--- config.mk ---
export PLATFORM = sky130hd
export DESIGN_NAME = hamming_sec_encode_correct_top
export DESIGN_NICKNAME = d
export VERILOG_FILES = /design/src/rtl/core/hsec_pkg.sv /design/src/rtl/core/hsec_codec.sv /design/src/rtl/core/hamming_sec_encode_correct_top.sv
export VERILOG_INCLUDE_DIRS = /design/src /design/src/rtl/core
export SDC_FILE = /design/constraint.sdc
export NUM_CORES = 1
export LEC_CHECK = 0
export BUFFER_PORTS_ARGS = -buffer_cell sky130_fd_sc_hd__buf_2
export CORE_MARGIN = 5
export CORE_UTILIZATION = 40
export CTS_BUF_LIST = sky130_fd_sc_hd__clkbuf_8
export DETAILED_ROUTE_END_ITERATION = 10
export PLACE_DENSITY = 0.6
export SLEW_MARGIN = 30
export SYNTH_ARGS = -nofsm -noshare
export SYNTH_HDL_FRONTEND = slang
export SYNTH_SLANG_ARGS = --single-unit
--- constraint.sdc ---
create_clock -name aclk -period 14.45 [get_ports aclk]
set_input_delay 1.445 -clock aclk [delete_from_list [all_inputs] [get_ports aclk]]
set_output_delay 1.445 -clock aclk [all_outputs]
set_load 0.01 [all_outputs]
--- src/rtl/core/hamming_sec_encode_correct_top_assert.svh ---
// ----------------------------------------------------------------------------
// Hamming SEC assertion macros
// Implication checks for the encoder/corrector, dropped in synthesis.
// ----------------------------------------------------------------------------
`ifndef HAMMING_SEC_ENCODE_CORRECT_TOP_ASSERT_SVH
`define HAMMING_SEC_ENCODE_CORRECT_TOP_ASSERT_SVH
`ifndef SYNTHESIS
// Same-cycle implication.
`define HSEC_ASSERT_IMP(label, clk, rstn, ante, cons) \
    label: assert property (@(posedge clk) disable iff (!rstn) (ante) |-> (cons)) \
        else $error("hsec: same-cycle implication failed");
// Next-cycle implication.
`define HSEC_ASSERT_NXT(label, clk, rstn, ante, cons) \
    label: assert property (@(posedge clk) disable iff (!rstn) (ante) |=> (cons)) \
        else $error("hsec: next-cycle implication failed");
`else
`define HSEC_ASSERT_IMP(label, clk, rstn, ante, cons)
`define HSEC_ASSERT_NXT(label, clk, rstn, ante, cons)
`endif
`endif

--- src/rtl/core/hsec_pkg.sv ---
// ----------------------------------------------------------------------------
// hsec_pkg
// Shared types, codes and helper functions of the Hamming SEC block.
// ----------------------------------------------------------------------------
package hsec_pkg;

    localparam int WORD_W  = 38;
    localparam int DATA_W  = 32;
    localparam int SYN_W   = 6;
    localparam int CHK_W   = 3;
    localparam int LEN_W   = 6;
    localparam int CFG_W   = 6;
    localparam int CFG_IDX_W = 1;

    typedef enum logic {
        CMD_ENCODE = 1'b0,
        CMD_DECODE = 1'b1
    } hsec_cmd_t;

    localparam logic [1:0] STATUS_OK        = 2'd0;
    localparam logic [1:0] STATUS_CORRECTED = 2'd1;
    localparam logic [1:0] STATUS_BEYOND    = 2'd2;

    localparam logic [CFG_IDX_W-1:0] CFG_DATA_LENGTH = 1'b0;
    localparam logic [CFG_IDX_W-1:0] CFG_ODD_PARITY  = 1'b1;

    localparam int DATA_LENGTH_RESET = 32;

    typedef struct packed {
        hsec_cmd_t          command;
        logic [WORD_W-1:0]  word_in;
    } hsec_in_t;

    typedef struct packed {
        logic [WORD_W-1:0]  code_word;
        logic [DATA_W-1:0]  data_bits;
        logic [SYN_W-1:0]   error_position;
        logic [1:0]         status;
        logic [CHK_W-1:0]   check_bit_count;
    } hsec_out_t;

    // Derived configuration, kept ready for the datapath.
    typedef struct packed {
        logic [CHK_W-1:0]   check_bits;
        logic [LEN_W-1:0]   code_len;
        logic               odd_parity;
    } hsec_cfg_t;

    // Least r with n + r + 1 <= 2^r.
    function automatic int hsec_check_count(int n);
        int r;
        r = 1;
        for (int i = 0; i < 6; i++) begin
            if (n + r + 1 > (1 << r)) begin
                r = r + 1;
            end
        end
        return r;
    endfunction

    // Clamp a raw data length into 1..max_data.
    function automatic int hsec_eff_len(int raw, int max_data);
        int n;
        n = raw;
        if (n < 1) begin
            n = 1;
        end
        if (n > max_data) begin
            n = max_data;
        end
        return n;
    endfunction

endpackage

--- src/rtl/core/hsec_codec.sv ---
// ----------------------------------------------------------------------------
// hsec_codec
// Combinational Hamming encode / syndrome-correct datapath for one word.
// ----------------------------------------------------------------------------
module hsec_codec
    import hsec_pkg::*;
#(
    parameter int MAX_DATA = 32
) (
    input  hsec_cfg_t cfg,
    input  hsec_in_t  item,
    output hsec_out_t result
);

    localparam int R_MAX = hsec_check_count(MAX_DATA);
    localparam int CW_W  = MAX_DATA + R_MAX;

    function automatic bit is_pow2(int p);
        return (p > 0) && ((p & (p - 1)) == 0);
    endfunction

    // Message bit index (from 0) carried by non-power position p.
    function automatic int data_index(int p);
        int k;
        k = 0;
        for (int q = 1; q < 64; q++) begin
            if (q < p && !is_pow2(q)) begin
                k = k + 1;
            end
        end
        return k;
    endfunction

    // Codeword position of message bit k (from 0).
    function automatic int data_pos(int k);
        int p;
        int cnt;
        p = 0;
        cnt = 0;
        for (int q = 1; q < 128; q++) begin
            if (!is_pow2(q)) begin
                if (cnt == k && p == 0) begin
                    p = q;
                end
                cnt = cnt + 1;
            end
        end
        return p;
    endfunction

    function automatic logic [CW_W-1:0] group_mask(int i);
        logic [CW_W-1:0] m;
        m = '0;
        for (int j = 0; j < CW_W; j++) begin
            m[j] = (((j + 1) >> i) & 1) != 0;
        end
        return m;
    endfunction

    logic [CW_W-1:0]  len_mask;
    logic [CW_W-1:0]  word_ext;
    logic [CW_W-1:0]  enc_place;
    logic [CW_W-1:0]  enc_data;
    logic [CW_W-1:0]  chk_place;
    logic [CW_W-1:0]  enc_cw;
    logic [CW_W-1:0]  rx_cw;
    logic [CW_W-1:0]  flip_sel;
    logic [CW_W-1:0]  dec_cw;
    logic [CW_W-1:0]  cw;
    logic [R_MAX-1:0] chk_en;
    logic [R_MAX-1:0] enc_par;
    logic [R_MAX-1:0] dec_par;
    logic [SYN_W-1:0] syn;
    logic             beyond;
    logic             fix_en;
    logic             is_decode;
    logic [DATA_W-1:0] data_out;
    logic [WORD_W-1:0] cw_out;

    assign is_decode = (item.command == CMD_DECODE);

    for (genvar j = 0; j < CW_W; j++) begin : g_pos
        assign len_mask[j] = (LEN_W'(j + 1) <= cfg.code_len);
        if (j < WORD_W) begin : g_w
            assign word_ext[j] = item.word_in[j];
        end else begin : g_wz
            assign word_ext[j] = 1'b0;
        end
        if (is_pow2(j + 1)) begin : g_chk
            assign enc_place[j] = 1'b0;
            assign chk_place[j] = enc_par[$clog2(j + 1)] & chk_en[$clog2(j + 1)];
        end else begin : g_dat
            assign chk_place[j] = 1'b0;
            if (data_index(j + 1) < WORD_W) begin : g_in
                assign enc_place[j] = item.word_in[data_index(j + 1)];
            end else begin : g_inz
                assign enc_place[j] = 1'b0;
            end
        end
        assign flip_sel[j] = (syn == SYN_W'(j + 1));
    end

    // Parity groups; the check position itself is zero in enc_data.
    assign enc_data = enc_place & len_mask;
    assign rx_cw    = word_ext & len_mask;

    for (genvar i = 0; i < R_MAX; i++) begin : g_grp
        assign chk_en[i]  = (cfg.check_bits > CHK_W'(i));
        assign enc_par[i] = (^(enc_data & group_mask(i))) ^ cfg.odd_parity;
        assign dec_par[i] = (^(rx_cw & group_mask(i))) ^ cfg.odd_parity;
    end

    for (genvar i = 0; i < SYN_W; i++) begin : g_syn
        if (i < R_MAX) begin : g_s
            assign syn[i] = dec_par[i] & chk_en[i];
        end else begin : g_sz
            assign syn[i] = 1'b0;
        end
    end

    assign enc_cw = enc_data | chk_place;
    assign beyond = (syn > cfg.code_len);
    assign fix_en = (syn != '0) && !beyond;
    assign dec_cw = rx_cw ^ (flip_sel & {CW_W{fix_en}});
    assign cw     = is_decode ? dec_cw : enc_cw;

    for (genvar k = 0; k < DATA_W; k++) begin : g_ext
        if (data_pos(k) <= CW_W) begin : g_d
            assign data_out[k] = cw[data_pos(k) - 1];
        end else begin : g_dz
            assign data_out[k] = 1'b0;
        end
    end

    for (genvar j = 0; j < WORD_W; j++) begin : g_cwo
        if (j < CW_W) begin : g_c
            assign cw_out[j] = cw[j];
        end else begin : g_cz
            assign cw_out[j] = 1'b0;
        end
    end

    always_comb begin
        result.code_word       = cw_out;
        result.data_bits       = data_out;
        result.check_bit_count = cfg.check_bits;
        result.error_position  = is_decode ? syn : '0;
        if (!is_decode || syn == '0) begin
            result.status = STATUS_OK;
        end else if (beyond) begin
            result.status = STATUS_BEYOND;
        end else begin
            result.status = STATUS_CORRECTED;
        end
    end

endmodule

--- src/rtl/core/hamming_sec_encode_correct_top.sv ---
// ----------------------------------------------------------------------------
// hamming_sec_encode_correct_top
// Pipeline: input register, then result register behind one pass of parity
//   trees and correction.
// Throughput: one beat per cycle unless stalled, set by the two-register pipeline.
// Reset: synchronous active-low; clears valids, data_length 32, even parity.
// ----------------------------------------------------------------------------
`include "hamming_sec_encode_correct_top_assert.svh"

module hamming_sec_encode_correct_top
    import hsec_pkg::*;
#(
    parameter int MAX_DATA = 32
) (
    input  logic                 aclk,
    input  logic                 aresetn,
    // Configuration write port
    input  logic                 cfg_wr_en,
    input  logic [CFG_IDX_W-1:0] cfg_index,
    input  logic [CFG_W-1:0]     cfg_wdata,
    // Input channel
    input  logic                 s_valid,
    output logic                 s_ready,
    input  hsec_in_t             s_data,
    // Result channel
    output logic                 m_valid,
    input  logic                 m_ready,
    output hsec_out_t            m_data
);

    // Reset values of the derived configuration.
    localparam int RST_N   = hsec_eff_len(DATA_LENGTH_RESET, MAX_DATA);
    localparam int RST_R   = hsec_check_count(RST_N);
    localparam int RST_LEN = RST_N + RST_R;

    // Configuration is held in derived form: check-bit count, codeword
    // length and parity sense, so the datapath sees only ready values.
    hsec_cfg_t cfg_reg, cfg_next;
    int        wr_n;
    int        wr_r;

    always_comb begin
        wr_n     = hsec_eff_len(int'(cfg_wdata), MAX_DATA);
        wr_r     = hsec_check_count(wr_n);
        cfg_next = cfg_reg;
        if (cfg_wr_en) begin
            case (cfg_index)
                CFG_DATA_LENGTH: begin
                    cfg_next.check_bits = CHK_W'(wr_r);
                    cfg_next.code_len   = LEN_W'(wr_n + wr_r);
                end
                CFG_ODD_PARITY: begin
                    cfg_next.odd_parity = cfg_wdata[0];
                end
                default: begin
                    cfg_next = cfg_reg;
                end
            endcase
        end
    end

    always_ff @(posedge aclk) begin
        if (!aresetn) begin
            cfg_reg.check_bits <= CHK_W'(RST_R);
            cfg_reg.code_len   <= LEN_W'(RST_LEN);
            cfg_reg.odd_parity <= 1'b0;
        end else begin
            cfg_reg <= cfg_next;
        end
    end

    // Two-stage pipeline: input register, then result register. Both
    // advance together whenever the result slot is empty or being drained,
    // so a fresh beat is taken every cycle while results flow.
    logic      in_valid_reg, in_valid_next;
    hsec_in_t  in_data_reg, in_data_next;
    logic      m_valid_reg, m_valid_next;
    hsec_out_t m_data_reg, m_data_next;
    hsec_out_t codec_result;
    logic      advance;
    logic      s_take;

    assign advance = !m_valid_reg || m_ready;
    assign s_ready = advance || !in_valid_reg;
    assign s_take  = s_valid && s_ready;

    hsec_codec #(
        .MAX_DATA (MAX_DATA)
    ) u_codec (
        .cfg    (cfg_reg),
        .item   (in_data_reg),
        .result (codec_result)
    );

    always_comb begin
        in_valid_next = in_valid_reg;
        in_data_next  = in_data_reg;
        m_valid_next  = m_valid_reg;
        m_data_next   = m_data_reg;
        // Advance the finished word into the result slot.
        if (advance) begin
            m_valid_next = in_valid_reg;
            if (in_valid_reg) begin
                m_data_next = codec_result;
            end
        end
        // Load a new beat, or drop the input stage once it has moved on.
        if (s_take) begin
            in_valid_next = 1'b1;
            in_data_next  = s_data;
        end else if (advance) begin
            in_valid_next = 1'b0;
        end
    end

    always_ff @(posedge aclk) begin
        if (!aresetn) begin
            in_valid_reg <= 1'b0;
            m_valid_reg  <= 1'b0;
        end else begin
            in_valid_reg <= in_valid_next;
            m_valid_reg  <= m_valid_next;
        end
    end

    // Payload registers carry no reset.
    always_ff @(posedge aclk) begin
        in_data_reg <= in_data_next;
        m_data_reg  <= m_data_next;
    end

    assign m_valid = m_valid_reg;
    assign m_data  = m_data_reg;

    // A word in the input stage reaches the result slot on advance.
    `HSEC_ASSERT_NXT(a_stage_advance, aclk, aresetn, in_valid_reg && advance, m_valid_reg)
    // A blocked input stage holds its word.
    `HSEC_ASSERT_NXT(a_stage_hold, aclk, aresetn, in_valid_reg && !advance, in_valid_reg && $stable(in_data_reg))
    // Clean result carries a zero syndrome.
    `HSEC_ASSERT_IMP(a_clean_zero_syn, aclk, aresetn, m_valid_reg && m_data_reg.status == STATUS_OK, m_data_reg.error_position == '0)
    // Any reported error carries a nonzero syndrome.
    `HSEC_ASSERT_IMP(a_error_has_syn, aclk, aresetn, m_valid_reg && (m_data_reg.status == STATUS_CORRECTED || m_data_reg.status == STATUS_BEYOND), m_data_reg.error_position != '0)

endmodule

== After elaboration in Yosys (flattened, before gate mapping) ==
Cells that the tools add are included.

* Register bits after elaboration: 132
* Latch bits: 0
* Memory bits (writable): 0
* Bits in read-only memories: 0
* Input bits: 51
* Word-level logic and storage cells: 195
* Memories: 0

* Add/sub/neg operators: 18
* $mul: 0
* Divide/modulo/power cells: 0
* Magnitude comparators: 53
* Equal/unequal tests: 38
* Shift-type cells: 5
* Mux-type cells: 12
* Bitwise gates (word level): 30
* Reductions and logical operators: 27

{| class="wikitable"
|+ Operator list
! kind !! number
|-
| XOR reduction 38 bit || 12
|-
| adder 32 x 2 -> 32 bit (second input constant) || 11
|-
| > comparator 32 bit || 5
|-
| << shifter 1 x 32 -> 32 bit (first input constant) || 5
|-
| two-way mux 32 bit || 4
|-
| AND 38 bit || 3
|-
| adder 32 bit || 3
|-
| == test 6 x 5 -> 1 bit (second input constant) || 16
|-
| <= comparator 5 x 6 -> 1 bit (first input constant) || 16
|-
| == test 6 x 4 -> 1 bit (second input constant) || 8
|-
| <= comparator 4 x 6 -> 1 bit (first input constant) || 8
|-
| == test 6 bit (second input constant) || 7
|-
| <= comparator 6 bit (first input constant) || 7
|-
| two-way mux 38 bit || 1
|-
| bitwise OR 38 x 32 -> 38 bit || 1
|-
| bitwise XOR 38 bit || 1
|-
| adder 32 x 3 -> 32 bit || 1
|-
| adder 7 x 32 -> 32 bit || 1
|-
| > comparator 32 x 3 -> 1 bit (second input constant) || 1
|-
| > comparator 32 x 7 -> 1 bit (second input constant) || 1
|-
| == test 6 x 3 -> 1 bit (second input constant) || 4
|-
| <= comparator 3 x 6 -> 1 bit (first input constant) || 4
|-
| two-way mux 6 bit || 3
|-
| AND 1 bit || 12
|-
| 22 further kinds || 48
|}

== Depth between registers and ports, before layout ==
Gate-level depths: netlist (run 1).

* Depth in word-level cells: 29
* Depth in mapped cells: 74

== Modules after synthesis ==
Synthesis (run 1) repeated with hierarchy kept, for this count alone.

* Cells, all modules: 1,044
* Area, all modules: 10,598.9 um^2

{| class="wikitable"
|+ By module, submodules not included
! module !! instances !! cells an instance !! area an instance (um^2)
|-
| hamming_sec_encode_correct_top || 1 || 452 || 6,242.2
|-
| hsec_codec || 1 || 592 || 4,356.7
|}

== Worst setup path after synthesis (run 1) ==
OpenSTA, ideal clock, no wires.

* Path type: input port to flip-flop
* Start point: input cfg_wdata[5]
* End point: register cfg_reg[6] in the netlist's numbering
* Setup time: 0.138 ns
* Data arrival time: 15.667 ns
* Data required time: 14.312 ns
* Path slack: -1.355 ns
* Stages: 69
* Buffers on the path: 1
* Path through: buf_1 -> nor2_1 -> ha_1 -> nor3_1 -> o211ai_1 -> ha_1 -> fa_1 -> xnor2_1 -> ha_1 -> nor2b_1 -> o21ai_0 -> and3_1 -> inv_1 -> ha_1 -> ha_1 -> inv_1 -> fa_1 -> ha_1 -> [... 33 more ...] -> a21oi_1 -> o21bai_1 -> a21oi_1 -> xnor2_1 -> ha_1 -> o21ai_0 -> nand2b_1 -> a21oi_1 -> nor3_1 -> or2_2 -> nand2_1 -> ha_1 -> a21o_1 -> a21oi_1 -> o21bai_1 -> a21oi_1 -> xor2_1 -> o211ai_1

{| class="wikitable"
|+ RTL lines
! what !! RTL line !! source
|-
| start, declared || hamming_sec_encode_correct_top.sv:20 || <nowiki>input logic [CFG_W-1:0] cfg_wdata,</nowiki>
|-
| end signal, assigned || hamming_sec_encode_correct_top.sv:68 || <nowiki>cfg_reg <= cfg_next;</nowiki>
|-
| end, declared || hamming_sec_encode_correct_top.sv:38 || <nowiki>hsec_cfg_t cfg_reg, cfg_next;</nowiki>
|}

==> metrics.txt, run 1 <==
# TYPE chip_impl_metric gauge
chip_impl_metric{name="input_output_buffers",unit=""} 133
chip_impl_info{name="criticalPathCategory",value="input pin to register"} 1
chip_impl_metric{name="drt_first_pass_iters",unit=""} 5
chip_impl_info{name="layout_commonest_cell",value="buf_2"} 1
chip_impl_metric{name="global_placer_s_final_weighted_congestion",unit=""} 0.947
chip_impl_metric{name="share_seq_of_total_power",unit=""} 0.202
chip_impl_metric{name="cell_int_power",unit="uW"} 1040
chip_impl_metric{name="detail_route.iter0.violations",unit=""} 687
chip_impl_metric{name="timing.final.crit_share",unit=""} 0.976
chip_impl_metric{name="die-width",unit="um"} 163
chip_impl_metric{name="coreArea",unit="mm^2"} 0.0233
chip_impl_metric{name="max_slew_margin",unit=""} 0.317
chip_impl_info{name="top_cells_by_area_synth",value="edfxtp_1, ha_1, xnor2_1, xor2_1, nand2_1"} 1
chip_impl_metric{name="fmax",unit="MHz"} 70.9
chip_impl_metric{name="seq_area_frac_synth",unit=""} 0.309
chip_impl_metric{name="setup_viol_count_final",unit=""} 0
chip_impl_metric{name="finish.cell_count_without_fillers",unit=""} 1455
chip_impl_metric{name="postSynthAreaPerCell",unit="um^2"} 9.31
chip_impl_metric{name="report.final.hold_viol_count",unit=""} 0
chip_impl_info{name="synth.largest_area_cell",value="edfxtp_1"} 1
chip_impl_metric{name="arrival_worst_endpoint",unit="ns"} 14.38
chip_impl_info{name="grt_setup_unrepaired",value="yes"} 1
chip_impl_metric{name="power.combinational.fraction",unit=""} 0.720
chip_impl_metric{name="layout_min_cycle_time",unit="ns"} 14.10
chip_impl_info{name="cts_tree",value="yes"} 1
chip_impl_info{name="critical-path-top-cell-by-count",value="o21a_1"} 1
chip_impl_info{name="critical-path-slowest-cell",value="fa_2"} 1
chip_impl_metric{name="totalPowerFinal",unit="uW"} 2020
chip_impl_metric{name="io_pins",unit=""} 134
chip_impl_metric{name="power_switching_share",unit=""} 0.483
chip_impl_metric{name="wl_per_cell",unit="um"} 19.6
chip_impl_metric{name="grt_start_max_net_pins",unit=""} 63
chip_impl_metric{name="async_reset_ff_frac",unit=""} 0
chip_impl_metric{name="dp_cells",unit=""} 1422
chip_impl_metric{name="power_per_cell_area",unit="mW/mm^2"} 185
chip_impl_metric{name="finClkSkew",unit="ns"} 0.0117
chip_impl_metric{name="worst_path_largest_cell_delay",unit="ns"} 0.57
chip_impl_metric{name="grt_pass1_wl",unit="um"} 42600
chip_impl_info{name="crit_path_end_kind",value="register"} 1
chip_impl_metric{name="routed_via_density",unit=""} 5.48
chip_impl_metric{name="yosysWarningCount",unit=""} 0
chip_impl_metric{name="tritoncts.num_buffers",unit=""} 9
chip_impl_metric{name="syn-instance-count",unit=""} 1003
chip_impl_info{name="final_cell_mix",value="buf_2, nand2_1, edfxtp_1"} 1
chip_impl_metric{name="power.static_leakage",unit="uW"} 0.00458
chip_impl_info{name="hold_path_class",value="register to register"} 1
chip_impl_metric{name="final_net_count",unit=""} 1266
chip_impl_metric{name="path_max_fanout",unit=""} 4
chip_impl_metric{name="gr-total-overflow",unit=""} 0
chip_impl_metric{name="maxSlewViolCount",unit=""} 0
chip_impl_metric{name="power_frac_clock",unit=""} 0.077
chip_impl_metric{name="clock_tree_buffer_depth",unit=""} 2
chip_impl_metric{name="totalWireLength",unit="um"} 28600
chip_impl_metric{name="clk_transition_reported_paths",unit="ns"} 0.09
chip_impl_metric{name="count_of_flip_flops_with_a_built_in_enable_after_synthesis",unit=""} 88
chip_impl_metric{name="grt_usage",unit=""} 0.207
chip_impl_metric{name="hpwlAfterDp",unit="um"} 22100
chip_impl_metric{name="layout.core_utilization",unit=""} 0.469
chip_impl_metric{name="largest_register_ffs",unit=""} 49
chip_impl_metric{name="synthesized_flop_and_latch_total",unit=""} 100
chip_impl_metric{name="first_global_vias",unit=""} 7478
chip_impl_metric{name="p_sw",unit="uW"} 975
chip_impl_metric{name="layout.filler_cells",unit=""} 2268
chip_impl_info{name="synthFlopType",value="edfxtp_1"} 1
chip_impl_info{name="clock-root-buffer",value="clkbuf_8"} 1
chip_impl_metric{name="clk_latency",unit="ns"} 0.38
chip_impl_metric{name="synth_top_area_share",unit=""} 0.283
chip_impl_metric{name="maxCapViolCount",unit=""} 0
chip_impl_metric{name="htreeDepth",unit=""} 3
chip_impl_metric{name="route.vias.total",unit=""} 7974
chip_impl_metric{name="rows",unit=""} 56
chip_impl_metric{name="chipHeight",unit="um"} 163
chip_impl_metric{name="cp_data_required_time",unit="ns"} 14.73
chip_impl_metric{name="grt_antenna_before_repair",unit=""} 0
chip_impl_metric{name="final_antenna_net_count",unit=""} 0
chip_impl_metric{name="die-area",unit="mm^2"} 0.0265
chip_impl_metric{name="syn_to_final_growth",unit="%"} 16.8
chip_impl_info{name="outcome",value="complete, no violations"} 1
chip_impl_metric{name="worst_tran_pin_value",unit="ns"} 1.02
chip_impl_metric{name="antennaDiodeCount",unit=""} 0
chip_impl_metric{name="number_of_drc_violations_after_detailed_routing",unit=""} 0
chip_impl_metric{name="cts.hold.buffers_added",unit=""} 0
chip_impl_info{name="setup.worst_path.start_class",value="input pin"} 1
chip_impl_metric{name="ys_types",unit=""} 85
chip_impl_metric{name="clock_sinks",unit=""} 100
chip_impl_metric{name="start_util",unit=""} 0.402
chip_impl_metric{name="final_layout_size_suffix_gt1_frac",unit=""} 0.254
chip_impl_metric{name="post_synth_instance_area",unit="mm^2"} 0.00934
chip_impl_metric{name="peak_supply_drop",unit="uV"} 131
## metrics by stage
stage	setup slack, ns	area [um^2]	TNS, ns	hold WS, ns
finish	0.351	10900	0	0.498
global route	-0.279	10900	-0.787	0.517
CTS	0.0481	10500	0	0.494
detailed placement	-0.329	10400	-1.01	0.482
global placement	0.0271	10400	0	0.471
floorplan	-0.305	9490	-0.623	0.406
## worst paths after layout
kind | startpoint | cells past startpoint | endpoint | slack (ns)
max | cfg_wdata[2] | 73 | cfg_reg[5] | 0.35
min | cfg_reg[1] | 2 | cfg_reg[1] | 0.50
max reg2reg | cfg_reg[6] | 19 | m_data[61] | 7.44
min reg2reg | cfg_reg[1] | 2 | cfg_reg[1] | 0.50
## layer usage
layer | up-vias | part of all wire | track usage | wire, um
met4 | 0 | 0.030 | 0.0701 | 855
met2 | 368 | 0.45 | 0.323 | 12800
met3 | 58 | 0.082 | 0.0357 | 2340
met1 | 3730 | 0.44 | 0.290 | 12500
met5 | - | 0 | 0 | 0
li1 | 3818 | - | - | -
## layout make-up
class / count / area [um^2] / share of cell area
repair buffers: 193 / 1150 / 0.105
clock buffers: 9 / 124 / 0.0113
well taps: 319 / 399 / 0.0366
clock inverters: 6 / 33.8 / 0.00309
multi-input cells: 784 / 6160 / 0.564
inverters: 44 / 168 / 0.0154
flip-flops and latches: 100 / 2880 / 0.264
## critical path, delay by kind of cell
kind | cells | cell delay, ns
AOI/OAI and AO/OA | 24 | 3.59
xor gates and xnor gates | 5 | 0.87
adders and majority gates | 18 | 5.67
buffers and inverters | 11 | 0.80
and+or+nand+nor | 15 | 1.99
## cell families (layout without fill, tap and decap cells)
| logic type | Yosys count | in the layout | synth area share |
|---|---|---|---|
| flops | 100 | 100 | 0.309 |
| mux | 21 | 21 | 0.0232 |
| fa+ha+maj | 84 | 84 | 0.118 |
| xor+xnor | 144 | 144 | 0.151 |
| simple gates | 296 | 296 | 0.159 |
| buf+inv | 124 | 252 | 0.0718 |
| other cells | 1 | 6 | 0.000401 |
| compound gates | 233 | 233 | 0.168 |
## cells in the mapped netlist, types with 10 or more instances
master,instances
o21ai_0,39
nor2_1,40
nor2b_1,18
nor3_1,20
or3_1,11
dfxtp_1,12
edfxtp_1,88
ha_1,76
o211ai_1,13
buf_4,36
nand3_1,41
a21o_1,13
and2_1,16
mux2i_1,18
buf_2,11
and3_1,10
o21ai_1,11
xnor3_1,10
xor2_1,45
a21oi_1,58
inv_1,41
xnor2_1,88
nand2_1,98
clkbuf_1,24
o21a_1,17
## power by group through the flow
stage,clock network (uW),registers [uW],logic (uW)
after global placement,0,412,1320
after detailed placement,0,413,1330
after global routing,172,412,1580
final,156,409,1450
after CTS,163,407,1340
after floorplan,0,400,979
## what timing repair did
action                                  CTS  global route
setup buffers                             0            18
gates resized for setup                   0            52
endpoints found under the setup margin    0             5
endpoints found under the hold margin     0             0
Note: power is estimated with default switching activity, not from simulation.
==> run 2, diff against run 1 <==
--- a/config.mk
+++ b/config.mk
@@ -11,6 +11,7 @@
 export CORE_UTILIZATION = 40
 export CTS_BUF_LIST = sky130_fd_sc_hd__clkbuf_8
 export DETAILED_ROUTE_END_ITERATION = 10
+export GPL_TIMING_DRIVEN = 0
 export PLACE_DENSITY = 0.6
 export SLEW_MARGIN = 30
 export SYNTH_ARGS = -nofsm -noshare
==> metrics.txt, run 2 (same netlist as run 1, synthesis figures left out) <==
# TYPE chip_impl_metric gauge
chip_impl_metric{name="peak_supply_drop",unit="uV"} 134
chip_impl_metric{name="tritoncts.num_buffers",unit=""} 9
chip_impl_metric{name="totalWireLength",unit="um"} 30800
chip_impl_metric{name="finish.cell_count_without_fillers",unit=""} 1506
chip_impl_metric{name="totalPowerFinal",unit="uW"} 2030
chip_impl_info{name="criticalPathCategory",value="input pin to register"} 1
chip_impl_metric{name="wl_per_cell",unit="um"} 20.5
chip_impl_metric{name="final_layout_size_suffix_gt1_frac",unit=""} 0.253
chip_impl_info{name="final_cell_mix",value="buf_2, nand2_1, edfxtp_1"} 1
chip_impl_metric{name="power_per_cell_area",unit="mW/mm^2"} 181
chip_impl_metric{name="clock_tree_buffer_depth",unit=""} 2
chip_impl_info{name="critical-path-top-cell-by-count",value="o21a_1"} 1
chip_impl_metric{name="clk_transition_reported_paths",unit="ns"} 0.09
chip_impl_metric{name="htreeDepth",unit=""} 3
chip_impl_metric{name="dp_cells",unit=""} 1462
chip_impl_metric{name="fmax",unit="MHz"} 69.5
chip_impl_info{name="hold_path_class",value="register to register"} 1
chip_impl_metric{name="grt_pass1_wl",unit="um"} 46200
chip_impl_metric{name="hpwlAfterDp",unit="um"} 24200
chip_impl_metric{name="maxSlewViolCount",unit=""} 0
chip_impl_metric{name="chipHeight",unit="um"} 163
chip_impl_metric{name="timing.final.crit_share",unit=""} 0.996
chip_impl_metric{name="cp_data_required_time",unit="ns"} 14.71
chip_impl_info{name="cts_tree",value="yes"} 1
chip_impl_metric{name="layout.core_utilization",unit=""} 0.481
chip_impl_metric{name="grt_start_max_net_pins",unit=""} 27
chip_impl_metric{name="syn_to_final_growth",unit="%"} 19.8
chip_impl_metric{name="grt_antenna_before_repair",unit=""} 0
chip_impl_info{name="grt_setup_unrepaired",value="yes"} 1
chip_impl_metric{name="dpl_cell_area",unit="mm^2"} 0.0106
chip_impl_info{name="cpLargestDelayFamily",value="adder cells"} 1
chip_impl_metric{name="die-width",unit="um"} 163
chip_impl_metric{name="die-area",unit="mm^2"} 0.0265
chip_impl_metric{name="grt_usage",unit=""} 0.228
chip_impl_metric{name="global_placer_s_final_weighted_congestion",unit=""} 1.00
chip_impl_metric{name="clock_sinks",unit=""} 100
chip_impl_metric{name="report.final.hold_viol_count",unit=""} 0
chip_impl_metric{name="io_pins",unit=""} 134
chip_impl_metric{name="input_output_buffers",unit=""} 132
chip_impl_metric{name="worst_tran_pin_value",unit="ns"} 0.976
chip_impl_metric{name="detail_route.iter0.violations",unit=""} 746
chip_impl_metric{name="routed_via_density",unit=""} 5.50
chip_impl_metric{name="worst_path_largest_cell_delay",unit="ns"} 0.57
chip_impl_metric{name="power.static_leakage",unit="uW"} 0.00473
chip_impl_metric{name="finalSetupTns",unit="ns"} 0
chip_impl_metric{name="layout_min_cycle_time",unit="ns"} 14.39
chip_impl_metric{name="route.vias.total",unit=""} 8279
chip_impl_info{name="outcome",value="complete, no violations"} 1
chip_impl_metric{name="coreArea",unit="mm^2"} 0.0233
chip_impl_metric{name="final_antenna_net_count",unit=""} 0
chip_impl_info{name="setup.worst_path.start_class",value="input pin"} 1
chip_impl_metric{name="cts.hold.buffers_added",unit=""} 0
chip_impl_info{name="clock-root-buffer",value="clkbuf_8"} 1
chip_impl_metric{name="clk_latency",unit="ns"} 0.40
chip_impl_metric{name="rows",unit=""} 56
chip_impl_metric{name="antennaDiodeCount",unit=""} 0
chip_impl_metric{name="drt_first_pass_iters",unit=""} 5
chip_impl_metric{name="gr-total-overflow",unit=""} 0
chip_impl_metric{name="max_slew_margin",unit=""} 0.345
chip_impl_metric{name="final_net_count",unit=""} 1316
chip_impl_info{name="layout_commonest_cell",value="buf_2"} 1
chip_impl_info{name="crit_path_end_kind",value="register"} 1
chip_impl_metric{name="maxCapViolCount",unit=""} 0
chip_impl_metric{name="number_of_drc_violations_after_detailed_routing",unit=""} 0
chip_impl_metric{name="path_max_fanout",unit=""} 5
chip_impl_metric{name="layout.cell_area.non_filler",unit="mm^2"} 0.0112
chip_impl_metric{name="finClkSkew",unit="ns"} 0.0129
chip_impl_info{name="critical-path-slowest-cell",value="fa_2"} 1
chip_impl_metric{name="largest_register_ffs",unit=""} 49
chip_impl_metric{name="first_global_vias",unit=""} 8071
chip_impl_metric{name="setup_viol_count_final",unit=""} 0
chip_impl_metric{name="arrival_worst_endpoint",unit="ns"} 14.65
chip_impl_metric{name="start_util",unit=""} 0.402
chip_impl_metric{name="count_of_buffer_and_inverter_cells_on_the_critical_path",unit=""} 11
## run 2: path summary, 6_finish.rpt
| path | slack [ns] | start | cells past startpoint | endpoint |
|---|---|---|---|---|
| max | 0.06 | cfg_wdata[5] | 75 | cfg_reg[6] |
| min | 0.45 | cfg_reg[9] | 0 | m_data[2] |
| max reg2reg | 7.32 | cfg_reg[5] | 22 | m_data[61] |
| min reg2reg | 0.45 | cfg_reg[9] | 0 | m_data[2] |
## run 2: where the power goes
part	switching (uW)	leakage [uW]	internal, uW
registers	31.0	0.000941	366
clock network	103	0.000103	78.7
logic	859	0.00369	593
## run 2: worst reg2reg max path, delay by kind of cell (launching register included)
family | cells | cell delay [ns]
fa+ha+maj | 1 | 0.17
compound gates | 8 | 2.62
simple gates | 5 | 1.27
buf+inv | 6 | 1.64
flops | 1 | 0.31
xor+xnor | 2 | 0.83
## run 2: cell type report
type                       instances  area, um^2
sequential                       100        2880
clock buffer                       9         124
multi-input combinational        784        6080
buffer                            80         523
timing repair buffer             163         961
tap                              319         399
inverter                          44         165
fill                            2282       12100
clock inverter                     7        62.6
## run 2: metrics by stage
step | hold slack, ns | setup WS [ns]
finish | 0.455 | 0.0592
global route | 0.484 | -0.572
CTS | 0.452 | 0.0237
detailed placement | 0.423 | -2.00
global placement | 0.430 | -1.78
floorplan | 0.406 | -0.305
## run 2: layer usage
| layer | part of all wire | global-route usage |
|---|---|---|
| met1 | 0.44 | 0.318 |
| met2 | 0.44 | 0.351 |
| met3 | 0.078 | 0.0385 |
| met4 | 0.038 | 0.0961 |
| met5 | 0 | 0 |
## run 2: repair_timing
| item | in CTS | in global routing |
|---|---|---|
| buffers inserted | 17 | 13 |
| hold endpoints to repair | 0 | 0 |
| pin swaps | 22 | 19 |
| resized for setup | 20 | 7 |
| setup endpoints to repair | 9 | 5 |
==> run 3, diff against run 2 <==
--- a/config.mk
+++ b/config.mk
@@ -8,11 +8,12 @@
 export LEC_CHECK = 0
 export BUFFER_PORTS_ARGS = -buffer_cell sky130_fd_sc_hd__buf_2
 export CORE_MARGIN = 5
-export CORE_UTILIZATION = 40
+export CORE_UTILIZATION = 55
 export CTS_BUF_LIST = sky130_fd_sc_hd__clkbuf_8
 export DETAILED_ROUTE_END_ITERATION = 10
 export GPL_TIMING_DRIVEN = 0
-export PLACE_DENSITY = 0.6
+export PLACE_DENSITY = 0.79
+export RECOVER_POWER = 100
 export SLEW_MARGIN = 30
 export SYNTH_ARGS = -nofsm -noshare
 export SYNTH_HDL_FRONTEND = slang
==> metrics.txt, run 3 (same netlist as run 1, synthesis figures left out) <==
# TYPE chip_impl_metric gauge
chip_impl_metric{name="global_placer_s_final_weighted_congestion",unit=""} 1.05
chip_impl_metric{name="timing.final.crit_share",unit=""} 1.01
chip_impl_metric{name="drt_first_pass_iters",unit=""} 6
chip_impl_info{name="critical-path-top-cell-by-count",value="o21a_1"} 1
chip_impl_metric{name="grt_start_max_net_pins",unit=""} 40
chip_impl_info{name="failed_checks",value="negative setup slack"} 1
chip_impl_metric{name="htreeDepth",unit=""} 3
chip_impl_metric{name="reg2reg_slack",unit="ns"} 7.45
chip_impl_metric{name="final_antenna_net_count",unit=""} 0
chip_impl_metric{name="totalPowerFinal",unit="uW"} 2080
chip_impl_metric{name="hpwlAfterDp",unit="um"} 22200
chip_impl_metric{name="clock_tree_buffer_depth",unit=""} 2
chip_impl_metric{name="peak_supply_drop",unit="uV"} 170
chip_impl_metric{name="first_global_vias",unit=""} 8017
chip_impl_metric{name="layout.filler_cells",unit=""} 1336
chip_impl_metric{name="path_max_fanout",unit=""} 7
chip_impl_metric{name="worst_path_largest_cell_delay",unit="ns"} 0.59
chip_impl_metric{name="clock_sinks",unit=""} 100
chip_impl_info{name="regToRegStartpoint",value="cfg_reg[5]"} 1
chip_impl_info{name="critical-path-slowest-cell",value="fa_2"} 1
chip_impl_metric{name="die-width",unit="um"} 140
chip_impl_metric{name="clk_latency",unit="ns"} 0.42
chip_impl_metric{name="detail_route.iter0.violations",unit=""} 1269
chip_impl_metric{name="report.final.hold_viol_count",unit=""} 0
chip_impl_info{name="cpLargestDelayFamily",value="adder cells"} 1
chip_impl_metric{name="worst-r2r-cell-count",unit=""} 24
chip_impl_metric{name="antennaDiodeCount",unit=""} 0
chip_impl_metric{name="multiInputGateArea",unit="mm^2"} 0.00609
chip_impl_metric{name="syn_to_final_growth",unit="%"} 19.3
chip_impl_info{name="final_cell_mix",value="buf_2, nand2_1, edfxtp_1"} 1
chip_impl_info{name="hold_path_class",value="register to register"} 1
chip_impl_info{name="gr-max-usage-layer",value="met2"} 1
chip_impl_metric{name="grt_usage",unit=""} 0.286
chip_impl_metric{name="maxCapViolCount",unit=""} 0
chip_impl_info{name="grt_setup_unrepaired",value="yes"} 1
chip_impl_metric{name="maxSlewViolCount",unit=""} 0
chip_impl_metric{name="count_of_buffer_and_inverter_cells_on_the_critical_path",unit=""} 10
chip_impl_info{name="cts_tree",value="yes"} 1
chip_impl_info{name="crit_path_end_kind",value="register"} 1
chip_impl_info{name="layout_commonest_cell",value="buf_2"} 1
chip_impl_metric{name="coreArea",unit="mm^2"} 0.0166
chip_impl_metric{name="final_net_count",unit=""} 1320
chip_impl_metric{name="worst_hold_path.num_cells",unit=""} 0
chip_impl_metric{name="worst_tran_pin_value",unit="ns"} 0.896
chip_impl_metric{name="groute.layer.met3.usage",unit=""} 0.0658
chip_impl_metric{name="grt_antenna_before_repair",unit=""} 0
chip_impl_metric{name="die-area",unit="mm^2"} 0.0197
chip_impl_metric{name="globalRouteMet2Util",unit=""} 0.444
chip_impl_metric{name="ff_latch_area",unit="mm^2"} 0.00288
chip_impl_metric{name="setup_viol_count_final",unit=""} 2
chip_impl_metric{name="max_slew_margin",unit=""} 0.403
chip_impl_metric{name="postLayoutSetupSlackWorst",unit="ns"} -0.0917
chip_impl_metric{name="gr-total-overflow",unit=""} 0
chip_impl_metric{name="layout_min_cycle_time",unit="ns"} 14.54
chip_impl_metric{name="globalRouteMet1Util",unit=""} 0.387
chip_impl_metric{name="input_output_buffers",unit=""} 132
chip_impl_metric{name="fmax",unit="MHz"} 68.8
chip_impl_metric{name="chipHeight",unit="um"} 140
chip_impl_metric{name="wl_per_cell",unit="um"} 20.8
chip_impl_metric{name="io_pins",unit=""} 134
chip_impl_metric{name="number_of_drc_violations_after_detailed_routing",unit=""} 0
chip_impl_info{name="hold-path-endpoint",value="m_data[2]"} 1
chip_impl_info{name="criticalPathCategory",value="input pin to register"} 1
chip_impl_info{name="setup.worst_path.start_class",value="input pin"} 1
chip_impl_metric{name="start_util",unit=""} 0.561
chip_impl_metric{name="layout.core_utilization",unit=""} 0.670
chip_impl_metric{name="finClkSkew",unit="ns"} 0.0248
chip_impl_info{name="outcome",value="finished, violations left"} 1
chip_impl_metric{name="rows",unit=""} 47
chip_impl_metric{name="power.static_leakage",unit="uW"} 0.00475
chip_impl_metric{name="power_per_cell_area",unit="mW/mm^2"} 187
chip_impl_metric{name="largest_register_ffs",unit=""} 49
chip_impl_metric{name="cp_data_required_time",unit="ns"} 14.71
chip_impl_metric{name="final_layout_size_suffix_gt1_frac",unit=""} 0.259
chip_impl_metric{name="cts.hold.buffers_added",unit=""} 0
chip_impl_metric{name="totalWireLength",unit="um"} 29300
chip_impl_metric{name="clk_transition_reported_paths",unit="ns"} 0.11
chip_impl_info{name="crit-reg2reg-capture",value="m_data[63]"} 1
chip_impl_metric{name="route.vias.total",unit=""} 8649
chip_impl_info{name="holdCritStartpoint",value="cfg_reg[9]"} 1
chip_impl_info{name="clock-root-buffer",value="clkbuf_8"} 1
chip_impl_metric{name="routed_via_density",unit=""} 6.13
chip_impl_metric{name="grt_pass1_wl",unit="um"} 44300
chip_impl_metric{name="arrival_worst_endpoint",unit="ns"} 14.80
chip_impl_metric{name="tritoncts.num_buffers",unit=""} 9
[run 3: changes by cell type in the layout (fill, tap and decap cells not counted), moves of 2 or more]
cell / delta
buf_6: +2
buf_2: -2
clkbuf_1: +2
inv_8: +3
buf_4: +2
inv_1: -4
[run 3: area by class of cell]
type                            instances  share of cell area
Inverter                               44              0.0148
Buffer                                 80              0.0469
Tap cell                              220              0.0247
Multi-Input combinational cell        784               0.547
Clock buffer                            9              0.0111
Clock inverter                          7             0.00842
Timing Repair Buffer                  167              0.0889
Sequential cell                       100               0.259
[run 3: metrics by stage]
| stage | setup WS [ns] | instances | TNS [ns] | cell area, um^2 | hold WS [ns] |
|---|---|---|---|---|---|
| 4_1_cts | 0.0125 | 1401 | 0 | 11000 | 0.455 |
| 6_report | -0.0917 | 1411 | -0.111 | 11100 | 0.454 |
| 3_5_place_dp | -1.82 | 1362 | -11.01 | 10500 | 0.419 |
| 3_3_place_gp | -1.57 | 1360 | -9.02 | 10400 | 0.419 |
| 5_1_grt | -0.603 | 1411 | -1.90 | 11100 | 0.462 |
| 2_1_floorplan | -0.305 | 1008 | -0.623 | 9490 | 0.406 |
[run 3: repair_timing]
item	4_1_cts	5_1_grt
setup buffers	26	10
pin swaps	34	20
hold endpoints to repair	0	0
setup endpoints to repair	9	6
resized for setup	24	11
[run 3: power breakdown]
part | switching [uW] | internal [uW] | leakage (uW)
clock | 113 | 85.3 | 0.000112
sequential | 30.0 | 366 | 0.000941
combinational | 865 | 624 | 0.00370
total | 1010 | 1080 | 0.00475
[run 3: per-layer routing]
layer / up-vias / share of wire
li1: 3924 / -
met1: 3983 / 0.39
met2: 604 / 0.44
met3: 138 / 0.11
met4: 0 / 0.052
met5: - / 0
[run 3: worst register-to-register path, stage by stage, from the launching register on]
cell and delay [ns]:
dfxtp_1 0.32, buf_2 0.20, buf_4 0.22, buf_2 0.26
clkinv_1 0.38, o31ai_2 0.73, nand2_1 0.13, xnor3_1 0.22
xnor2_1 0.51, a211oi_1 0.17, nor4_4 0.63, buf_4 0.32
ha_1 0.17, nor2b_1 0.04, o21a_1 0.16, o21a_1 0.16
o21a_1 0.16, o31ai_1 0.37, a21boi_1 0.38, nand2_1 0.11
or3_1 0.31, clkbuf_1 0.19, o311ai_1 0.26, o21ai_1 0.12
a22o_1 0.22
[run 3: worst max path at each step]
| stage | from | to | slack, ns | depth (start not counted) |
|---|---|---|---|---|
| 2_1_floorplan | cfg_wdata[5] | cfg_reg[5] | -0.31 | 72 |
| 3_3_place_gp | cfg_wdata[5] | cfg_reg[5] | -1.57 | 70 |
| 3_5_place_dp | cfg_wdata[5] | cfg_reg[5] | -1.82 | 70 |
| 4_1_cts | cfg_wdata[5] | cfg_reg[5] | 0.01 | 70 |
| 5_1_grt | cfg_wdata[5] | cfg_reg[6] | -0.60 | 75 |
| 6_report | cfg_wdata[3] | cfg_reg[6] | -0.09 | 73 |
